## src/sv/itf_pkg.sv

```systemverilog
package itf_pkg;

    localparam int ByteW  = 8;
    localparam int AddrW  = 32;

    localparam logic [ByteW-1:0] CharZero = 8'h30;
    localparam logic [ByteW-1:0] CharNine = 8'h39;
    localparam logic [ByteW-1:0] CharDot  = 8'h2E;

    localparam logic [9:0] OctetMax     = 10'd255;
    localparam logic [4:0] RunMax       = 5'd15;
    localparam logic [4:0] RunMin       = 5'd7;
    localparam logic [4:0] RunSat       = 5'd16;
    localparam logic [1:0] SegDigitsMax = 2'd3;
    localparam logic [2:0] SegLast      = 3'd3;   // segments closed by inner dots in an address
    localparam logic [3:0] DotsSat      = 4'd15;

    typedef struct packed {
        logic        in_run;
        logic [4:0]  run_length;
        logic [2:0]  segment_count;
        logic [9:0]  segment_value;
        logic [1:0]  segment_digits;
        logic [3:0]  pending_dots;
        logic        run_invalid;
        logic [23:0] octet_store;
        logic        already_found;
    } scan_state_t;

    typedef struct packed {
        logic             emit;
        logic             found;
        logic [AddrW-1:0] address;
    } scan_result_t;

endpackage

```

## src/sv/itf_in_if.sv

```systemverilog
interface itf_in_if;
    logic                      valid;
    logic                      ready;
    logic [itf_pkg::ByteW-1:0] text_byte;
    logic                      text_end;

    modport source (output valid, output text_byte, output text_end, input ready);
    modport sink   (input valid, input text_byte, input text_end, output ready);
endinterface

```

## src/sv/itf_out_if.sv

```systemverilog
interface itf_out_if;
    logic                      valid;
    logic                      ready;
    logic                      found;
    logic [itf_pkg::AddrW-1:0] address;

    modport source (output valid, output found, output address, input ready);
    modport sink   (input valid, input found, input address, output ready);
endinterface

```

## src/sv/itf_scan.sv

```systemverilog
module itf_scan (
    input  itf_pkg::scan_state_t       cur,
    input  logic [itf_pkg::ByteW-1:0]  text_byte,
    input  logic                       text_end,
    output itf_pkg::scan_state_t       nxt,
    output itf_pkg::scan_result_t      res
);

    logic       is_digit;
    logic       is_dot;
    logic [3:0] digit;

    assign is_digit = (text_byte >= itf_pkg::CharZero) && (text_byte <= itf_pkg::CharNine);
    assign is_dot   = (text_byte == itf_pkg::CharDot);
    assign digit    = text_byte[3:0];

    function automatic logic run_ok(input itf_pkg::scan_state_t s);
        run_ok = s.in_run && !s.run_invalid
              && (s.run_length >= itf_pkg::RunMin) && (s.run_length <= itf_pkg::RunMax)
              && (s.segment_count == itf_pkg::SegLast)
              && (s.segment_digits != 2'd0) && (s.segment_value <= itf_pkg::OctetMax);
    endfunction

    itf_pkg::scan_state_t w;
    logic                 judged;
    logic                 hit;

    always_comb
    begin
        w      = cur;
        nxt    = cur;
        res    = '0;
        judged = 1'b0;
        hit    = 1'b0;
        if (cur.already_found)
        begin
            // ignore bytes until the text ends
            if (text_end)
            begin
                nxt = '0;
            end
        end
        else
        begin
            if (is_digit)
            begin
                if (!w.in_run)
                begin
                    w                = '0;
                    w.in_run         = 1'b1;
                    w.run_length     = 5'd1;
                    w.segment_value  = {6'd0, digit};
                    w.segment_digits = 2'd1;
                end
                else
                begin
                    if (w.run_length < itf_pkg::RunSat)
                    begin
                        w.run_length = w.run_length + 5'd1;
                    end
                    if (w.pending_dots != 4'd0)
                    begin
                        // close the segment before the dots
                        if (w.pending_dots > 4'd1)
                        begin
                            w.run_invalid = 1'b1;
                        end
                        if (w.segment_value > itf_pkg::OctetMax)
                        begin
                            w.run_invalid = 1'b1;
                        end
                        if (w.segment_count >= itf_pkg::SegLast)
                        begin
                            w.run_invalid = 1'b1;
                        end
                        else
                        begin
                            w.octet_store   = {w.octet_store[15:0], w.segment_value[7:0]};
                            w.segment_count = w.segment_count + 3'd1;
                        end
                        w.segment_value  = {6'd0, digit};
                        w.segment_digits = 2'd1;
                        w.pending_dots   = 4'd0;
                    end
                    else if (w.segment_digits >= itf_pkg::SegDigitsMax)
                    begin
                        w.run_invalid = 1'b1;
                    end
                    else
                    begin
                        // times ten as two shifts
                        w.segment_value  = {w.segment_value[6:0], 3'b000}
                                         + {w.segment_value[8:0], 1'b0}
                                         + {6'd0, digit};
                        w.segment_digits = w.segment_digits + 2'd1;
                    end
                end
            end
            else if (is_dot)
            begin
                if (w.in_run)
                begin
                    if (w.run_length < itf_pkg::RunSat)
                    begin
                        w.run_length = w.run_length + 5'd1;
                    end
                    if (w.pending_dots < itf_pkg::DotsSat)
                    begin
                        w.pending_dots = w.pending_dots + 4'd1;
                    end
                end
            end
            else if (w.in_run)
            begin
                judged = 1'b1;
            end

            if (text_end && w.in_run)
            begin
                judged = 1'b1;
            end

            if (judged)
            begin
                hit = run_ok(w);
            end

            if (hit)
            begin
                res.emit          = 1'b1;
                res.found         = 1'b1;
                res.address       = {w.octet_store, w.segment_value[7:0]};
                nxt               = '0;
                nxt.already_found = !text_end;
            end
            else if (text_end)
            begin
                res.emit = 1'b1;
                nxt      = '0;
            end
            else if (judged)
            begin
                nxt = '0;
            end
            else
            begin
                nxt = w;
            end
        end
    end

endmodule

```

## src/sv/ipv4_text_finder.sv

```systemverilog
// path: input register, scan logic, result register, then the output channel
// throughput: one byte per cycle unless stalled, bounded by the scan state update loop
// the input stalls only when a byte that yields a result meets a full, stalled output register
// reset: rst_n asynchronous active low; clears the scan state and both valid flags
module ipv4_text_finder (
    input  logic             clk,
    input  logic             rst_n,
    itf_in_if.sink           text,
    itf_out_if.source        result
);

    // input register: one byte waiting for the scan logic
    logic                          in_vld_reg;
    logic                          in_vld_next;
    logic [itf_pkg::ByteW-1:0]     in_byte_reg;
    logic                          in_end_reg;

    // scan state carried from byte to byte
    itf_pkg::scan_state_t          state_reg;
    itf_pkg::scan_state_t          state_next;

    // result register
    logic                          out_vld_reg;
    logic                          out_vld_next;
    logic                          out_found_reg;
    logic [itf_pkg::AddrW-1:0]     out_addr_reg;

    itf_pkg::scan_state_t          scan_nxt;
    itf_pkg::scan_result_t         scan_res;

    logic                          out_free;
    logic                          advance;
    logic                          take;

    // per-byte update of the run tracker
    itf_scan u_scan (
        .cur       (state_reg),
        .text_byte (in_byte_reg),
        .text_end  (in_end_reg),
        .nxt       (scan_nxt),
        .res       (scan_res)
    );

    // the result register is free when empty or drained this cycle
    assign out_free = !out_vld_reg || result.ready;

    // the held byte moves on unless it makes a result with nowhere to go
    assign advance  = in_vld_reg && (!scan_res.emit || out_free);

    assign text.ready = !in_vld_reg || advance;
    assign take       = text.valid && text.ready;

    always_comb
    begin
        in_vld_next = in_vld_reg;
        if (take)
        begin
            in_vld_next = 1'b1;
        end
        else if (advance)
        begin
            in_vld_next = 1'b0;
        end
    end

    always_comb
    begin
        state_next = state_reg;
        if (advance)
        begin
            state_next = scan_nxt;
        end
    end

    always_comb
    begin
        out_vld_next = out_vld_reg;
        if (advance && scan_res.emit)
        begin
            out_vld_next = 1'b1;
        end
        else if (result.ready)
        begin
            out_vld_next = 1'b0;
        end
    end

    // control state
    always_ff @(posedge clk or negedge rst_n)
    begin
        if (!rst_n)
        begin
            in_vld_reg  <= 1'b0;
            state_reg   <= '0;
            out_vld_reg <= 1'b0;
        end
        else
        begin
            in_vld_reg  <= in_vld_next;
            state_reg   <= state_next;
            out_vld_reg <= out_vld_next;
        end
    end

    // payload, no reset needed
    always_ff @(posedge clk)
    begin
        if (take)
        begin
            in_byte_reg <= text.text_byte;
            in_end_reg  <= text.text_end;
        end
        if (advance && scan_res.emit)
        begin
            out_found_reg <= scan_res.found;
            out_addr_reg  <= scan_res.address;
        end
    end

    assign result.valid   = out_vld_reg;
    assign result.found   = out_found_reg;
    assign result.address = out_addr_reg;

endmodule

```

## src/flat_wrapper.sv

```systemverilog
// flat-port wrapper written by rule: the top's interface ports become plain ports
module ipv4_text_finder_flat 
  (clk, rst_n, text_valid, text_text_byte, text_text_end, text_ready, result_valid, result_found, result_address, result_ready);
  itf_in_if text_i ();
  itf_out_if result_i ();
  input  logic clk;
  input  logic rst_n;
  input wire logic [$bits(text_i.valid)-1:0] text_valid;
  input wire logic [$bits(text_i.text_byte)-1:0] text_text_byte;
  input wire logic [$bits(text_i.text_end)-1:0] text_text_end;
  output wire logic [$bits(text_i.ready)-1:0] text_ready;
  output wire logic [$bits(result_i.valid)-1:0] result_valid;
  output wire logic [$bits(result_i.found)-1:0] result_found;
  output wire logic [$bits(result_i.address)-1:0] result_address;
  input wire logic [$bits(result_i.ready)-1:0] result_ready;
  assign text_i.valid = text_valid;
  assign text_i.text_byte = text_text_byte;
  assign text_i.text_end = text_text_end;
  assign text_ready = text_i.ready;
  assign result_valid = result_i.valid;
  assign result_found = result_i.found;
  assign result_address = result_i.address;
  assign result_i.ready = result_ready;
  ipv4_text_finder u_core (.clk(clk), .rst_n(rst_n), .text(text_i), .result(result_i));
endmodule
```

## config.mk

```make
export PLATFORM = sky130hd
export DESIGN_NAME = ipv4_text_finder_flat
export DESIGN_NICKNAME = d
export VERILOG_FILES = /design/src/sv/itf_pkg.sv /design/src/sv/itf_in_if.sv /design/src/sv/itf_out_if.sv /design/src/sv/itf_scan.sv /design/src/sv/ipv4_text_finder.sv /design/src/flat_wrapper.sv
export SDC_FILE = /design/constraint.sdc
export NUM_CORES = 1
export LEC_CHECK = 0
export BUFFER_PORTS_ARGS = -buffer_cell sky130_fd_sc_hd__buf_2
export CORE_MARGIN = 2
export CORE_UTILIZATION = 25
export CTS_CLUSTER_SIZE = 28
export DETAILED_ROUTE_END_ITERATION = 6
export HOLD_SLACK_MARGIN = 0.02
export PLACE_DENSITY_LB_ADDON = 0.05
export SKIP_LAST_GASP = 1
export SYNTH_ARGS = -nofsm -noshare
export SYNTH_HDL_FRONTEND = slang
export SYNTH_SLANG_ARGS = --single-unit
```

## constraint.sdc

```tcl
create_clock -name clk -period 8.8 [get_ports clk]
set_input_delay 0.44 -clock clk [delete_from_list [all_inputs] [get_ports clk]]
set_output_delay 0.44 -clock clk [all_outputs]
set_load 0.02 [all_outputs]
```

==> impl_metrics.env <==
export IMPL_yosys_top_cells_area="dfrtp_1 (27%), edfxtp_1 (26%), nand2_1 (6.6%)"
export IMPL_die_x_um=143
export IMPL_antenna_found_initial=0
export IMPL_cts_htree_levels=3
export IMPL_cp_num_buf_inv=1
export IMPL_finalSetupTns_ns=0
export IMPL_grt_usage_pct=13.1
export IMPL_critPathSlowestCell="a2bb2oi_4"
export IMPL_drt_wirelength_per_cell_um=16.8
export IMPL_antenna_cells=0
export IMPL_cts_root_buf="clkbuf_16"
export IMPL_rsz0062_at_grt="false"
export IMPL_ant_nets=0
export IMPL_min_path_type="input port to async pin"
export IMPL_ys_seq_elements=95
export IMPL_synth_cells=446
export IMPL_multi_input_area_mm2=0.00212
export IMPL_avgSynthCellArea_um2=10.9
export IMPL_slowest_delay_ns=0.69
export IMPL_grt_overflow_total=0
export IMPL_vdd_drop_max_mv=0.0936
export IMPL_synthDistinctLibCells=61
export IMPL_cts_max_path_buffers=2
export IMPL_portBuffers=47
export IMPL_drtPass1Iterations=5
export IMPL_drc=0
export IMPL_cp_top_family="compound AO/OA/AOI/OAI gates"
export IMPL_cp_max_fo=32
export IMPL_vias_per_cell=4.72
export IMPL_grt_max_degree=54
export IMPL_grt_pass1_vias=3515
export IMPL_fmax_mhz=221
export IMPL_yosysSeqAreaShare_pct=53.2
export IMPL_async_reset_ff_share_pct=55.8
export IMPL_finClkSkew_ns=0.0112
export IMPL_synthFlopType="dfrtp_1"
export IMPL_status="completed"
export IMPL_cts_hold_buf=0
export IMPL_leakage_uw=0.00225
export IMPL_die_h_um=143
export IMPL_final_setup_viol_count=0
export IMPL_worstReg2RegEnd="u_core.state_reg[42]"
export IMPL_core_area_mm2=0.0193
export IMPL_fill_cells=2050
export IMPL_post_cts_resize_count=0
export IMPL_dieArea_mm2=0.0206
export IMPL_area_growth_pct=16.5
export IMPL_start_util_pct=25.2
export IMPL_worstSetupStartpointType="flip-flop"
export IMPL_place_congestion=0.762
export IMPL_grt_pass1_wl_um=20500
export IMPL_max_cap_violations=0
export IMPL_critPathRequiredTime_ns=9.05
export IMPL_place_area_mm2=0.00534
export IMPL_cts_sinks=95
export IMPL_final_cell_mix="nand2_1 (86), dfrtp_1 (53), buf_2 (47), edfxtp_1 (42), a21oi_1 (37)"
export IMPL_cts_buffers=9
export IMPL_drt_iter0_markers=173
export IMPL_drv_slew=0
export IMPL_synth_top_area_share_pct=27.3
export IMPL_yosysWarnings=0
export IMPL_synth_area_mm2=0.00486
export IMPL_crit_type="flip-flop to flip-flop"
export IMPL_p_per_area_mw_per_mm2=179
export IMPL_wl_um=12700
export IMPL_cts_tree="yes"
export IMPL_vias=3571
export IMPL_clk_latency_ns=0.36
export IMPL_synth_edff_count=42
export IMPL_final_common_cell="nand2_1"
export IMPL_cts_setup_buffers=0
export IMPL_r2r_cells=12
export IMPL_fin_crit_sh_pct=51.4
export IMPL_dpl_hpwl_um=8480
export IMPL_seq_area_mm2=0.00259
export IMPL_syn_nets=480
export IMPL_slew_headroom_pct=33.2
export IMPL_clkTransAtPathRegs_ns=0.08
export IMPL_final_nets=520
export IMPL_rows=51
export IMPL_ios=48
export IMPL_endpoint_kind="flip-flop"
export IMPL_ff2ff_setup_slack_ns=4.28
export IMPL_largest_reg_flops=51
export IMPL_r2r_start="u_core.state_reg[34]"
export IMPL_synth_largest_area_cell="dfrtp_1"
export IMPL_drive_gt1_share_pct=17.3
export IMPL_path_cells="fa_1 -> ha_1 -> a211oi_1 -> o21ai_0 -> o31ai_1 -> xnor2_1 -> a22o_1 -> a2111oi_4 -> a2bb2oi_4 -> nor3_2 -> buf_4 -> mux2_2"
export IMPL_cp_arrival_ns=4.76
export IMPL_finish_instance_area_mm2=0.00566
export IMPL_tightest_slew_ns=1.00
export IMPL_min_period_ns=4.52
export IMPL_hold_viol=0
-- where the power goes --
part | internal (uW) | total (uW) | leakage (uW) | switching, uW
Clock | 231 | 434 | 0.000158 | 203
Sequential | 477 | 489 | 0.00114 | 11.4
Combinational | 27.9 | 89.3 | 0.000949 | 61.4
Total | 736 | 1010 | 0.00225 | 276
-- per-stage QoR --
stage	cells	setup slack (ns)	hold slack (ns)	util (%)	power [uW]
after floorplan	446	4.17	0.144	-	558
after global placement	740	4.40	0.492	27.7	589
after detailed placement	740	4.21	0.496	27.7	590
after CTS	756	4.19	0.235	29.4	1030
after global routing	756	4.05	0.247	29.4	1060
final	756	4.28	0.207	29.4	1010
-- Yosys cell counts (6+ instances only) --
library cell	count
nand2_1	86
a21oi_1	37
nor2b_1	6
nor2_1	24
o21ai_0	12
a22o_1	30
edfxtp_1	42
o2bb2ai_1	6
clkbuf_1	12
o21ai_1	6
buf_6	6
inv_1	6
o31ai_1	9
nand3_1	6
ha_1	19
dfrtp_1	53
-- worst register-to-register path, delay by kind of cell (launching register included) --
family                     cells  cell delay (ns)
muxes                          1             0.30
and+or+nand+nor                1             0.18
AOI/OAI and AO/OA              6             2.18
DFF                            1             0.48
adders and majority gates      2             0.87
xor gates and xnor gates       1             0.12
buffers and inverters          1             0.27
-- cell families after synthesis --
family          share of synthesized area (%)
flops                                    53.2
simple gates                             14.1
fa+ha+maj                                5.71
compound gates                           21.7
mux                                     0.669
xor+xnor                                 1.26
buf+inv                                  3.34
-- layout make-up --
type,count,share of cell area (%)
flip-flops and latches,95,45.7
multi-input cells,322,37.5
well taps,265,5.85
repair buffers,52,4.82
clock buffers,9,3.98
clock inverters,7,1.77
inverters,6,0.398
-- routing by layer --
metal	up-vias	share of wire (%)	track usage [%]
met4	0	1.5	4.49
li1	1743	-	-
met5	-	0	0
met2	62	45	20.4
met3	11	3.1	2.13
met1	1755	50	18.4
-- how the worst max path moves through the flow --
stage               slack [ns]            startpoint                       end  cells after the start
finish                    4.28  u_core.state_reg[34]      u_core.state_reg[42]                     12
global route              4.05  u_core.state_reg[34]      u_core.state_reg[42]                     12
CTS                       4.19  u_core.state_reg[34]  u_core.result.address[1]                     10
detailed placement        4.21  u_core.state_reg[34]  u_core.result.address[3]                     10
global placement          4.40  u_core.state_reg[34]  u_core.result.address[0]                     10
floorplan                 4.17  u_core.state_reg[32]  u_core.result.address[0]                     10
Power figures use the tool's default switching activity.
